File: config.mk
export PLATFORM = sky130hd
export DESIGN_NAME = tpsc_ctrl
export DESIGN_NICKNAME = d
export VERILOG_FILES = /design/src/hw/rtl/tpsc_pkg.sv /design/src/hw/rtl/tpsc_ctrl.sv
export SDC_FILE = /design/constraint.sdc
export NUM_CORES = 1
export LEC_CHECK = 0
export ABC_AREA = 0
export CORE_UTILIZATION = 30
export DETAILED_ROUTE_END_ITERATION = 8
export DONT_BUFFER_PORTS = 1
export GPL_TIMING_DRIVEN = 0
export PLACE_DENSITY = 0.4
export SYNTH_ARGS = -nofsm -noshare
export SYNTH_HDL_FRONTEND = slang
export SYNTH_SLANG_ARGS = --single-unit
export TNS_END_PERCENT = 100
File: constraint.sdc
create_clock -name i_clk -period 5.8 [get_ports i_clk]
set_clock_uncertainty 0.2 [all_clocks]
set_input_delay 0.58 -clock i_clk [delete_from_list [all_inputs] [get_ports i_clk]]
set_output_delay 0.58 -clock i_clk [all_outputs]
set_load 0.03 [all_outputs]
File: src/hw/rtl/tpsc_pkg.sv
// Package for the triangle plane set clipper: widths, codes, shared types.
// No dependencies.
package tpsc_pkg;

    localparam int CoordW     = 32;
    localparam int NormW      = 16;
    localparam int DistW      = 64;
    localparam int TBits      = 30;
    localparam int PolyCap    = 6;
    localparam int MaxPlanes  = 3;
    localparam int CfgIdxW    = 3;
    localparam int CfgDataW   = 48;

    localparam logic [CfgIdxW-1:0] RegPlaneCount = 3'd0;
    localparam logic [CfgIdxW-1:0] RegNormal0    = 3'd1;
    localparam logic [CfgIdxW-1:0] RegOffset0    = 3'd2;
    localparam logic [CfgIdxW-1:0] RegNormal1    = 3'd3;
    localparam logic [CfgIdxW-1:0] RegOffset1    = 3'd4;
    localparam logic [CfgIdxW-1:0] RegNormal2    = 3'd5;
    localparam logic [CfgIdxW-1:0] RegOffset2    = 3'd6;

    typedef logic signed [CoordW-1:0] t_coord;
    typedef logic signed [DistW-1:0]  t_dist;
    typedef logic [2:0]               t_pidx;   // polygon slot index 0..5
    typedef logic [2:0]               t_pcnt;   // polygon count 0..6

    typedef struct packed {
        t_coord x;
        t_coord y;
        t_coord z;
    } t_vtx;

    typedef struct packed {
        t_vtx a;
        t_vtx b;
        t_vtx c;
        logic last;
    } t_tri;

    // channel payloads
    typedef struct packed {
        t_coord vert0_x;
        t_coord vert0_y;
        t_coord vert0_z;
        t_coord vert1_x;
        t_coord vert1_y;
        t_coord vert1_z;
        t_coord vert2_x;
        t_coord vert2_y;
        t_coord vert2_z;
    } t_tri_in;

    typedef struct packed {
        t_coord out_a_x;
        t_coord out_a_y;
        t_coord out_a_z;
        t_coord out_b_x;
        t_coord out_b_y;
        t_coord out_b_z;
        t_coord out_c_x;
        t_coord out_c_y;
        t_coord out_c_z;
        logic   last_triangle;
    } t_tri_out;

    // controller to datapath commands
    typedef enum logic [3:0] {
        CMD_NOP   = 4'd0,
        CMD_LOAD  = 4'd1,   // load input triangle into polygon buffer
        CMD_DIST  = 4'd2,   // compute distance of slot sel_a, store
        CMD_KEEP  = 4'd3,   // append src slot sel_a to destination
        CMD_DIVST = 4'd4,   // start division for edge sel_a -> sel_b
        CMD_DIVSP = 4'd5,   // one division step
        CMD_MUL   = 4'd6,   // interpolation product for axis
        CMD_APPX  = 4'd7,   // append interpolated vertex
        CMD_SWAP  = 4'd8,   // destination becomes source
        CMD_EMIT  = 4'd9    // load output register with fan triangle
    } t_cmd;

    typedef struct packed {
        t_cmd  cmd;
        t_pidx sel_a;
        t_pidx sel_b;
        logic [1:0] plane;
        logic [1:0] axis;
        logic  last;
    } t_ctl;

    typedef struct packed {
        t_pcnt src_n;
        logic  d_a_ge0;
        logic  d_a_gt0;
        logic  d_b_ge0;
        logic  d_b_gt0;
    } t_sts;

endpackage

File: src/hw/rtl/tpsc_ctrl.sv
// Clipper controller: sequences distance, edge, divide, interpolate and fan emit steps.
// Depends on tpsc_pkg.
module tpsc_ctrl (
    input  logic            i_clk,
    input  logic            i_rst_n,
    input  logic            i_in_valid,
    output logic            o_in_ready,
    output logic            o_out_valid,
    input  logic            i_out_ready,
    input  logic [1:0]      i_plane_count,
    input  tpsc_pkg::t_sts  i_sts,
    output tpsc_pkg::t_ctl  o_ctl
);
    import tpsc_pkg::*;

    typedef enum logic [9:0] {
        S_IDLE  = 10'b0000000001,
        S_DIST  = 10'b0000000010,
        S_EDGE  = 10'b0000000100,
        S_DIVST = 10'b0000001000,
        S_DIVSP = 10'b0000010000,
        S_MUL   = 10'b0000100000,
        S_APPX  = 10'b0001000000,
        S_SWAP  = 10'b0010000000,
        S_EMIT  = 10'b0100000000,
        S_OUT   = 10'b1000000000
    } t_state;

    t_state r_state, n_state;
    t_pidx  r_i, n_i;
    logic [1:0] r_k, n_k, r_ax, n_ax;
    logic [4:0] r_cnt, n_cnt;
    logic [1:0] w_used;
    t_pidx  w_j;

    assign w_used = i_plane_count;  // 2-bit count never exceeds three
    assign w_j = (r_i + 3'd1 == i_sts.src_n) ? 3'd0 : r_i + 3'd1;

    always_comb begin
        n_state = r_state; n_i = r_i; n_k = r_k; n_ax = r_ax; n_cnt = r_cnt;
        o_ctl = '{cmd: CMD_NOP, sel_a: r_i, sel_b: w_j, plane: r_k, axis: r_ax,
                  last: 1'b0};
        o_in_ready = 1'b0;
        o_out_valid = 1'b0;
        unique case (r_state)
            S_IDLE: begin
                o_in_ready = 1'b1;
                if (i_in_valid) begin
                    o_ctl.cmd = CMD_LOAD;
                    n_k = 2'd0; n_i = 3'd0;
                    n_state = (w_used == 2'd0) ? S_EMIT : S_DIST;
                    n_i = (w_used == 2'd0) ? 3'd1 : 3'd0;
                end
            end
            S_DIST: begin
                o_ctl.cmd = CMD_DIST;
                if (r_i + 3'd1 >= i_sts.src_n) begin
                    n_i = 3'd0; n_state = S_EDGE;
                end else n_i = r_i + 3'd1;
            end
            S_EDGE: begin
                if (r_i >= i_sts.src_n) begin
                    n_state = S_SWAP;
                end else if (i_sts.d_a_ge0) begin
                    o_ctl.cmd = CMD_KEEP;
                    if (!i_sts.d_b_ge0 && i_sts.d_a_gt0) n_state = S_DIVST;
                    else n_i = r_i + 3'd1;
                end else if (i_sts.d_b_gt0) begin
                    n_state = S_DIVST;
                end else n_i = r_i + 3'd1;
            end
            S_DIVST: begin
                o_ctl.cmd = CMD_DIVST;
                n_cnt = 5'd0; n_state = S_DIVSP;
            end
            S_DIVSP: begin
                o_ctl.cmd = CMD_DIVSP;
                n_cnt = r_cnt + 5'd1;
                if (r_cnt == 5'(TBits - 1)) begin
                    n_ax = 2'd0; n_state = S_MUL;
                end
            end
            S_MUL: begin
                o_ctl.cmd = CMD_MUL;
                n_ax = r_ax + 2'd1;
                if (r_ax == 2'd2) n_state = S_APPX;
            end
            S_APPX: begin
                o_ctl.cmd = CMD_APPX;
                n_i = r_i + 3'd1; n_state = S_EDGE;
            end
            S_SWAP: begin
                o_ctl.cmd = CMD_SWAP;
                n_i = 3'd0;
                if (r_k + 2'd1 == w_used) begin
                    n_i = 3'd1; n_state = S_EMIT;
                end else begin
                    n_k = r_k + 2'd1; n_state = S_DIST;
                end
            end
            S_EMIT: begin
                // fan triangle (0, i, i+1); nothing when fewer than three remain
                if (r_i + 3'd1 >= i_sts.src_n) n_state = S_IDLE;
                else begin
                    o_ctl.cmd = CMD_EMIT;
                    o_ctl.sel_b = r_i + 3'd1;
                    o_ctl.last = (r_i + 3'd2 == i_sts.src_n);
                    n_state = S_OUT;
                end
            end
            S_OUT: begin
                o_out_valid = 1'b1;
                if (i_out_ready) begin
                    n_i = r_i + 3'd1; n_state = S_EMIT;
                end
            end
            default: n_state = S_IDLE;
        endcase
    end

    always_ff @(posedge i_clk) begin
        if (!i_rst_n) begin
            r_state <= S_IDLE; r_i <= '0; r_k <= '0; r_ax <= '0; r_cnt <= '0;
        end else begin
            r_state <= n_state; r_i <= n_i; r_k <= n_k; r_ax <= n_ax; r_cnt <= n_cnt;
        end
    end
endmodule

* Word level (Yosys, flattened, before mapping)
Cells that the tools add are included.
** Operators by class
- Multiplexer cells :: 41
- Add/subtract/negate cells :: 5
- Eq/ne operators :: 26
- Reductions and logical operators :: 11
- Order comparisons :: 2
** Operators by type and width (count)
- 10-bit 2-to-1 mux :: 10
- 10-bit case mux with 10 select lines :: 1
- 4-bit case mux with 9 select lines :: 1
- 3-bit 2-to-1 mux :: 10
- 9-bit 2-to-1 mux :: 2
- 3-bit case mux with 6 select lines :: 1
- 2-bit inequality test (second input constant) :: 7
- 10-bit by 1-bit == test with 1-bit output (second input constant) :: 1
- 10-bit == test (second input constant) :: 1
- 10-bit by 2-bit == test with 1-bit output (second input constant) :: 1
- 10-bit by 3-bit == test with 1-bit output (second input constant) :: 1
- 10-bit by 4-bit == test with 1-bit output (second input constant) :: 1
- 10-bit by 5-bit == test with 1-bit output (second input constant) :: 1
- 10-bit by 6-bit == test with 1-bit output (second input constant) :: 1
- 10-bit by 7-bit == test with 1-bit output (second input constant) :: 1
- 10-bit by 8-bit == test with 1-bit output (second input constant) :: 1
- 10-bit by 9-bit == test with 1-bit output (second input constant) :: 1
- 2-bit 2-to-1 mux :: 5
- 5-bit case mux with 2 select lines :: 1
- 4-bit inequality test (second input constant) :: 2
- 2-bit case mux with 2 select lines :: 2
- 1-bit 2-to-1 mux :: 7
- 7-bit AND reduction :: 1
- 3-bit == test :: 2
- 18 further kinds :: 23
** Storage, ports and cells
- Input bits :: 13
- Logic and storage cells :: 90
- Register bits after elaboration :: 22
- Output and inout bits :: 17

* Logic depth before layout (Yosys ltp)
Gate-level depths: netlist of run 1.
- Word-level depth :: 6
- Mapped depth :: 8
- Gate-level depth less buffers :: 8

* Least setup slack after synthesis of run 1
No wires, ideal clock.
- Path type :: reg2out
- From :: register r_i[1]
- To :: output o_ctl[0] (netlist name)
- Setup slack :: 2.612 ns
- Arrival :: 2.408 ns
- Path buffers :: 0
- Stages on the path, launching flop included :: 8
- Data required time :: 5.020 ns
- Cell sequence :: dfxtp_1 > ha_1 > xor2_1 > ha_1 > a21oi_1 > o21ai_0 > nor4_1 > and4b_1
** RTL lines
- from (decl) :: RTL line tpsc_ctrl.sv:30 : t_pidx r_i, n_i;
- from (signal assigned) :: RTL line tpsc_ctrl.sv:125 : r_state <= n_state; r_i <= n_i; r_k <= n_k; r_ax <= n_ax; r_cnt <= n_cnt;
- to (decl) :: RTL line tpsc_ctrl.sv:12 : output tpsc_pkg::t_ctl o_ctl

==> results of run 1 <==
sequential cells by signal, indices dropped and copies added (netlist names):
register,flops
r_state,10
r_i,3
r_ax,2
r_cnt,5
r_k,2
cell families (layout without fill, tap and decap cells):
group                      after synthesis  count (layout)  synth area share
AOI/OAI and AO/OA                       51              51            0.2065
xor gates and xnor gates                 6               6           0.03166
adders and majority gates               10              10           0.07536
buffers and inverters                   22              26           0.05953
DFF                                     22              22            0.2653
and+or+nand+nor                        100             100            0.3617
routing by layer:
metal | up-vias | part of all wire | track usage | wire length [µm]
met5 | - | 0 | 0 | 0
met4 | 0 | 0.0056 | 0.03654 | 26
met3 | 4 | 0.054 | 0.03353 | 252
met2 | 45 | 0.46 | 0.2829 | 2146
met1 | 743 | 0.48 | 0.2150 | 2215
li1 | 800 | - | - | -
area by class of cell:
class | count | share of cell area
multi-input cells | 167 | 0.6218
flip-flops and latches | 22 | 0.2443
well taps | 70 | 0.04858
clock buffers | 4 | 0.03053
plain buffers | 9 | 0.02776
inverters | 13 | 0.02706
power by group:
part | internal (mW) | switching (mW) | total [mW]
logic | 0.0827 | 0.146 | 0.229
clock network | 0.0606 | 0.0544 | 0.115
registers | 0.160 | 0.0184 | 0.179
total | 0.303 | 0.219 | 0.522
worst paths after layout:
check | to | slack (ns) | cells past startpoint
hold reg to reg | r_cnt[3] | 0.30 | 1
setup / recovery | o_ctl[0] | 1.70 | 7
hold / removal | r_cnt[3] | 0.30 | 1
setup reg to reg | r_state[0] | 2.69 | 7
layout by cell type (no fill, tap or decap), types with 2 or more instances in the layout:
master     synthesis  final
nand4_1            7      7
and2_1             3      3
nor3b_1            3      3
o21ai_0            8      8
nor3_1             6      6
nor4_2             2      2
nand4b_1           4      4
nand2_1           11     11
nor2_1            19     19
ha_1              10     10
nand2b_1           4      4
xor2_1             3      3
nand3_1           14     14
a21oi_1           15     15
a2111oi_0          2      2
and3_1             3      3
a31oi_1            3      3
a2bb2oi_1          2      2
nor4_1             3      3
xnor2_1            3      3
and4_1             2      2
or3_1              2      2
o32ai_1            2      2
o211ai_1           2      2
inv_1             13     13
a211oi_1           2      2
buf_4              2      2
clkbuf_1           5      5
nor2b_1            6      6
o22ai_1            2      2
o21a_1             3      3
clkbuf_8           0      4
dfxtp_1           22     22
cell usage after synthesis, drive strengths merged (2+ instances only):
library cell  number  area share
o311ai             2       0.011
nand4b             4       0.021
and2               4       0.015
and4               2       0.011
o22ai              2      0.0075
clkbuf             5       0.011
nand4              7       0.026
or4                2       0.012
ha                10       0.075
and3               3       0.011
xnor2              3       0.016
nor2b              6       0.023
a31oi              3       0.011
nor4               5       0.026
nor2              19       0.043
o21ai              8       0.024
o211ai             2      0.0090
inv               13       0.029
nand2b             4       0.015
dfxtp             22        0.27
nor3               6       0.018
nand2             11       0.025
a2bb2oi            2       0.011
buf                4       0.019
or3                2      0.0075
a2111oi            2       0.011
a211oi             2      0.0090
a21oi             15       0.045
o32ai              2       0.011
o21a               3       0.014
xor2               3       0.016
nor3b              3       0.014
nor4b              2       0.020
nand3             14       0.042
worst reg2reg max path, delay by kind of cell (launching register included):
kind	cells	cell delay, ns
simple gates	1	0.81
flops	1	0.62
fa+ha+maj	2	0.57
compound gates	3	0.54
xor+xnor	1	0.20
==> flow_summary_export.csv, run 1 <==
group,metric,value,unit
run_status,status,"finished clean",
power,vdd_ir_drop_max,99.27,µV
clocking,cts_buffer_depth,2,
drt,first_pass_iters,4,
critical_path,cp_slowest_stage_delay,0.81,ns
critical_path,cp_cell_sequence,"ha_1 -> xor2_1 -> ha_1 -> a21oi_1 -> o21ai_0 -> nor4_1 -> and4b_1",
critical_path,arrival,3.32,ns
sta,hold_violations,0,
finish,areaGrowthSynthToFinish,8.591,%
synth,syn_inst,211,
die,start_util,0.3190,
die,core-area,5205,µm²
critical_path,worstPathBufferInverterCount,0,
finish,diodes,0,
drt,routed_via_density,5.586,
clocking,cts_made_buffers,3,
place,placed_cells,281,
drt,drt-total-wl,4641,µm
die,die_y,76.40,µm
critical_path,cp_max_fo,5,
synth,synth_warnings,0,
synth,ys_seq_area_frac,0.2653,
critical_path,end_kind,"output port",
clocking,htreeDepth,1,
clocking,cts_tree,"done",
sta,fmax,243.7,MHz
sta,postLayoutSetupSlackWorst,1.696,ns
critical_path,cp-start-kind,"flop",
global_route,antenna_found_initial,0,
drt,ant_nets,0,
sta,period_needed,4.104,ns
clocking,clock-sinks,22,
hold_path,hp-start,"r_cnt[3]",
clocking,cts_hold_buf,0,
place,placed_cell_area,1748,µm²
job,max_cap_violations,0,
synth,ys_types,55,
place,port_buffers,0,
die,rows,26,
die,dieArea,5836,µm²
place,place_congestion,0.7906,
critical_path,critPathKind,"reg2out",
power,leakage,0.6957,nW
power,power,0.5223,mW
finish,nFillCells,553,
global_route,track_usage,0.1662,
finish,multi_input_area,1121,µm²
sta,fin_setup_tns,0,ns
finish,ff_latch_area,440.4,µm²
synth,ys_ff_latch,22,
global_route,grt_max_degree,13,
sta,tightest_slew,0.9328,ns
clocking,clkTransAtPathRegs,0.09,ns
clocking,postCtsSetupRepairBufs,0,
clocking,clkLatencyLatePin,0.27,ns
critical_path,crit_slowest_cell,"nor4_1",
sta,rsz0062_at_grt,"no",
finish,layout-drive-gt1-share,0.07907,
sta,whs,0.2950,ns
global_route,grt_overflow,0,
place,dpl.hpwl,3620,µm
hold_path,worstHoldPathType,"reg2reg",
sta,setup_viol,0,
finish,fin_area,1803,µm²
synth,syn_avg_cell_area,7.869,µm²
finish,fin_nets,239,
critical_path,worstPathRequired,5.02,ns
finish,instances_no_fill,285,
critical_path,crit_start,"r_i[1]",
synth,synth_fp_nets,234,
critical_path,crit_family,"simple AND/OR/NAND/NOR gates",
drt,drtIter0Drc,73,
drt,drcViolationCount,0,
sta,maxSlewViolCount,0,
clocking,root_buffer,"clkbuf_8",
global_route,grt_pass1_vias,1536,
die,chipWidth,76.40,µm
synth,synth-main-ff-cell,"dfxtp_1",
critical_path,reg2reg_from,"r_i[1]",
critical_path,crit_top_cell,"ha_1",
die,num_io_pins,30,
global_route,grt_pass1_wl,7790,µm
place,dp_slack,1.943,ns
clocking,post_cts_resized,0,
sta,relSlewSlack,0.3724,
finish,finish.utilization,0.3464,
sta,period_share,0.7075,
synth,async_flop_share,0,
power,powerDensity,289.7,nW/µm²
synth,syn_area,1660,µm²
drt,wl_per_cell,16.28,µm
synth,synth-edff-count,0,
drt,via_count,1592,
Power figures use the tool's default switching activity.
==> inputs of run 2 (changes only) <==
Settings changed: PLACE_DENSITY 0.4 to 0.41.
Clock period 5.8 ns to 3.57 ns, I/O delays scaled along.
==> flow_summary_export.csv, run 2 (same netlist as run 1, synthesis figures left out) <==
group,metric,value,unit
run_status,status,"finished clean",
finish,finish.utilization,0.3526,
die,rows,26,
clocking,cts_made_buffers,3,
drt,via_count,1604,
finish,ff_latch_area,441.7,µm²
drt,wl_per_cell,16.24,µm
drt,drt-total-wl,4629,µm
global_route,grt_overflow,0,
die,die_y,76.40,µm
drt,drcViolationCount,0,
die,num_io_pins,30,
global_route,track_usage,0.1655,
power,leakage,0.7040,nW
critical_path,cp_max_fo,5,
critical_path,crit_slowest_cell,"dfxtp_1",
clocking,clock-sinks,22,
finish,layout-drive-gt1-share,0.08837,
critical_path,cp_cell_sequence,"ha_1 -> xor2_1 -> ha_1 -> a21oi_1 -> o21ai_1 -> nor4_4 -> and4b_1",
power,switchingPower,0.3710,mW
global_route,grt_max_degree,14,
finish,top_regs,"r_state (10), r_cnt (5), r_i (3)",
global_route,grt_pass1_wl,7624,µm
critical_path,arrival,2.79,ns
clocking,clkLatencyLatePin,0.28,ns
die,core-area,5205,µm²
finish,diodes,0,
finish,final_cell_mix,"21 x dfxtp_1, 19 x nor2_1, 15 x a21oi_1",
sta,period_share,0.9389,
drt,routed_via_density,5.628,
sta,tightest_slew,0.6292,ns
sta,fmax,298.3,MHz
sta,period_needed,3.352,ns
finish,nFillCells,580,
clocking,clkTransAtPathRegs,0.09,ns
global_route,antenna_found_initial,0,
critical_path,end_kind,"output port",
critical_path,worstPathBufferInverterCount,0,
place,place_congestion,0.7882,
power,pwr-share-clk,0.270,
hold_path,worstHoldPathType,"in2reg",
power,vdd_ir_drop_max,229.9,µV
clocking,htreeDepth,1,
finish,top_register,"r_state",
finish,instances_no_fill,285,
drt,drtIter0Drc,62,
die,dieArea,5836,µm²
power,switching_share,0.4043,
finish,largest_reg_flops,10,
critical_path,crit_top_cell,"ha_1",
finish,areaGrowthSynthToFinish,10.55,%
sta,maxSlewViolCount,0,
drt,first_pass_iters,4,
critical_path,cp-start-kind,"flop",
critical_path,critPathKind,"reg2out",
power,powerDensity,500.0,nW/µm²
drt,ant_nets,0,
critical_path,cp_slowest_stage_delay,0.58,ns
place,placed_cells,281,
clocking,cts_buffer_depth,2,
finish,multi_input_area,1136,µm²
power,p_seq_frac,0.316,
die,chipWidth,76.40,µm
clocking,root_buffer,"clkbuf_8",
die,start_util,0.3190,
job,max_cap_violations,0,
global_route,grt_pass1_vias,1517,
place,port_buffers,0,
power,intPower,0.5467,mW
sta,rsz0062_at_grt,"no",
finish,fin_nets,239,
clocking,cts_tree,"done",
sta,hold_violations,0,
critical_path,crit_family,"simple AND/OR/NAND/NOR gates",
finish,final_common_cell,"dfxtp_1",
clocking,postCtsSetupRepairBufs,0,
sta,relSlewSlack,0.5752,
power,comb_power_share,0.414,
place,dpl.hpwl,3645,µm
critical_path,worstPathRequired,3.01,ns
sta,setup_viol,0,
[run 2: cell types whose count changed in the layout (fill, tap and decap cells not counted), sizes merged]
cell,before,now
bufinv,0,1
clkbuf,9,8
[run 2: area by class of cell]
cell class,instances,area share
inverters,13,0.02658
well taps,70,0.04772
clock inverters,1,0.01636
multi-input cells,167,0.6190
clock buffers,3,0.02249
flip-flops and latches,22,0.2406
plain buffers,9,0.02727
[run 2: final timing paths]
| path | cells past startpoint | to | start | slack (ns) |
|---|---|---|---|---|
| setup / recovery | 7 | o_ctl[0] | r_i[0] | 0.22 |
| hold / removal | 2 | r_state[9] | i_out_ready | 0.1 |
| setup reg to reg | 8 | r_i[0] | r_i[0] | 0.47 |
| hold reg to reg | 1 | r_cnt[3] | r_cnt[3] | 0.28 |
[run 2: timing repair]
item                                   in CTS  in global routing
hold buffers                                0                  0
cloned                                      0                  0
gates resized for setup                     3                  1
setup endpoints to repair                   3                  2
endpoints found under the hold margin       0                  0
[run 2: routing by layer]
layer	up-vias	part of all wire	wire [µm]	global-route usage
met5	-	0	0	0
met4	0	0.018	85	0.06538
met2	48	0.45	2104	0.2694
met1	745	0.48	2201	0.2135
li1	804	-	-	-
met3	7	0.051	238	0.03234
[run 2: stage by stage]
step,power (mW),area [µm²],TNS [ns],hold WS [ns],setup WS [ns]
floorplan,0.5925,1660,0,0.2440,0.6054
global placement,0.6634,1748,-0.006807,0.2642,-0.006807
detailed placement,0.6667,1748,-0.1383,0.2718,-0.07441
CTS,0.9209,1834,0,0.09715,0.1289
global route,0.9713,1836,0,0.1046,0.02049
finish,0.9178,1836,0,0.09824,0.2180
[run 2: power by group through the flow]
| stage | Combinational, mW | Sequential, mW | Clock (mW) |
|---|---|---|---|
| 5_1_grt | 0.417 | 0.292 | 0.262 |
| 3_3_place_gp | 0.368 | 0.295 | 0 |
| 2_1_floorplan | 0.302 | 0.291 | 0 |
| 3_5_place_dp | 0.372 | 0.295 | 0 |
| 4_1_cts | 0.380 | 0.290 | 0.251 |
| 6_report | 0.380 | 0.290 | 0.248 |
==> inputs of run 3 (changes only) <==
Settings changed: ABC_AREA 0 to 1.
==> flow_summary_export.csv, run 3 <==
group,metric,value,unit
critical_path,end_kind,"output port",
finish,diodes,0,
synth,synth_warnings,0,
clocking,clock-sinks,22,
die,num_io_pins,30,
sta,postLayoutSetupSlackWorst,0.2833,ns
synth,syn_area,1851,µm²
power,powerDensity,713.5,nW/µm²
global_route,grt_max_degree,13,
sta,tightest_slew,0.7180,ns
place,dp_slack,0.3694,ns
critical_path,critPathKind,"reg2out",
finish,largest_reg_flops,10,
sta,fmax,304.3,MHz
global_route,antenna_found_initial,0,
finish,ff_latch_area,440.4,µm²
critical_path,cp_cell_sequence,"ha_1 -> xnor2_1 -> inv_1 -> ha_1 -> nand2_1 -> inv_1 -> a21oi_1 -> nand2_1 -> nor4_4",
clocking,postCtsSetupRepairBufs,0,
sta,period_needed,3.287,ns
sta,maxSlewViolCount,0,
finish,instances_no_fill,376,
synth,synth-edff-count,0,
global_route,grt_overflow,0,
synth,synth_fp_nets,320,
synth,ys_types,30,
die,start_util,0.3126,
drt,first_pass_iters,4,
drt,drt-total-wl,5113,µm
place,dpl.hpwl,4173,µm
power,p_seq_frac,0.258,
drt,wl_per_cell,13.60,µm
power,switching_share,0.5471,
place,placed_cells,372,
clocking,htreeDepth,1,
synth,syn_avg_cell_area,6.231,µm²
clocking,clkLatencyLatePin,0.27,ns
power,pwr-share-clk,0.132,
synth,synth.area.top_cells,"dfxtp_1 24%, nand2_1 15%, nor2_1 8.7%",
drt,drcViolationCount,0,
power,comb_power_share,0.610,
sta,relSlewSlack,0.5209,
finish,top_register,"r_state",
drt,routed_via_density,4.777,
place,place_congestion,0.7925,
finish,final_cell_mix,"74 x nand2_1, 43 x nor2_1, 39 x inv_1",
power,vdd_ir_drop_max,250.6,µV
power,power,1.433,mW
finish,areaGrowthSynthToFinish,8.519,%
synth,yosysMostFrequentCell,"nand2_1",
die,core-area,5921,µm²
sta,hold_violations,0,
finish,fin_nets,325,
power,intPower,0.6489,mW
clocking,cts_buffer_depth,2,
job,max_cap_violations,0,
clocking,root_buffer,"clkbuf_8",
die,die_y,80.54,µm
global_route,grt_pass1_wl,8162,µm
sta,setup_viol,0,
global_route,track_usage,0.1696,
critical_path,cp_max_fo,5,
hold_path,worstHoldPathType,"in2reg",
synth,synth_top_area_frac,0.2380,
drt,ant_nets,0,
critical_path,worstPathBufferInverterCount,2,
synth,synth_top_cell_by_area,"dfxtp_1",
synth,synth-main-ff-cell,"dfxtp_1",
power,switchingPower,0.7839,mW
critical_path,crit_slowest_cell,"dfxtp_1",
clocking,cts_tree,"done",
global_route,grt_pass1_vias,1633,
clocking,clkTransAtPathRegs,0.09,ns
finish,layout-drive-gt1-share,0.1262,
die,rows,28,
synth,ys_ff_latch,22,
power,leakage,1.001,nW
clocking,cts_made_buffers,3,
critical_path,arrival,2.73,ns
drt,via_count,1796,
finish,top_regs,"r_state (10), r_cnt (5), r_i (3)",
finish,nFillCells,676,
critical_path,cp-start-kind,"flop",
critical_path,crit_family,"simple AND/OR/NAND/NOR gates",
die,chipWidth,80.54,µm
synth,async_flop_share,0,
finish,multi_input_area,1227,µm²
synth,ys_seq_area_frac,0.2380,
run_status,status,"finished clean",
drt,drtIter0Drc,84,
finish,final_common_cell,"nand2_1",
sta,rsz0062_at_grt,"no",
clocking,cts_hold_buf,0,
sta,period_share,0.9206,
place,port_buffers,0,
die,dieArea,6487,µm²
synth,syn_inst,297,
sta,fin_setup_tns,0,ns
critical_path,cp_slowest_stage_delay,0.61,ns
synth,ys_top_cells_by_count,"74 x nand2_1, 43 x nor2_1, 39 x inv_1, 26 x nand3_1, 22 x dfxtp_1",
critical_path,worstPathRequired,3.01,ns
run 3: cell count changes in the layout (fill, tap and decap cells not counted), sizes merged, moves of 6 or more:
| cell | before | now |
|---|---|---|
| nor2 | 19 | 55 |
| nand2 | 11 | 81 |
| nand3 | 14 | 28 |
| inv | 13 | 48 |
| nor2b | 6 | 0 |
run 3: power groups by stage:
stage                     Combinational [mW]  Clock, mW  Sequential (mW)
after floorplan                        0.725          0            0.364
after global placement                 0.880          0            0.377
after detailed placement               0.876          0            0.377
after CTS                              0.879      0.199            0.371
after global routing                   0.990      0.212            0.378
final                                  0.873      0.189            0.370
run 3: worst paths after layout:
kind / from / end / slack, ns / cells after the start
worst max register to register: r_i[1] / r_state[7] / 0.80 / 14
worst min-delay path: i_out_ready / r_state[9] / 0.13 / 2
worst min register to register: r_cnt[4] / r_cnt[4] / 0.30 / 2
worst max-delay path: r_i[1] / o_ctl[0] / 0.28 / 9
run 3: stage by stage:
step	area [µm²]	hold slack [ns]	utilization
3_3_place_gp	1944	0.2858	0.3284
4_1_cts	1999	0.1276	0.3377
6_report	2008	0.1345	0.3392
2_1_floorplan	1851	0.2628	-
5_1_grt	2008	0.1385	0.3392
3_5_place_dp	1944	0.2856	0.3284
run 3: layout make-up:
class	instances	area share
tap	75	0.04673
clock buffer	4	0.02741
sequential	22	0.2193
inverter	49	0.09159
buffer	2	0.003738
multi-input combinational	224	0.6112
run 3: repair_timing:
action / CTS / global route
endpoints found under the hold margin: 0 / 0
setup endpoints to repair: 0 / 1
gates resized for setup: 0 / 1
run 3: metal layers:
metal | vias to the layer above | part of all wire | GRT usage
met3 | 5 | 0.029 | 0.02273
li1 | 952 | - | -
met1 | 813 | 0.50 | 0.2293
met5 | - | 0 | 0
met2 | 26 | 0.46 | 0.2780
met4 | 0 | 0.011 | 0.04821
run 3: cells by family after synthesis:
kind of cell,after synthesis,synth area share
AND/OR/NAND/NOR,185,0.4915
buffers and inverters,51,0.1034
AO/OA/AOI/OAI,22,0.06626
flip-flops,22,0.2380
adder cells (fa/ha/maj),10,0.06761
XOR/XNOR,7,0.03313
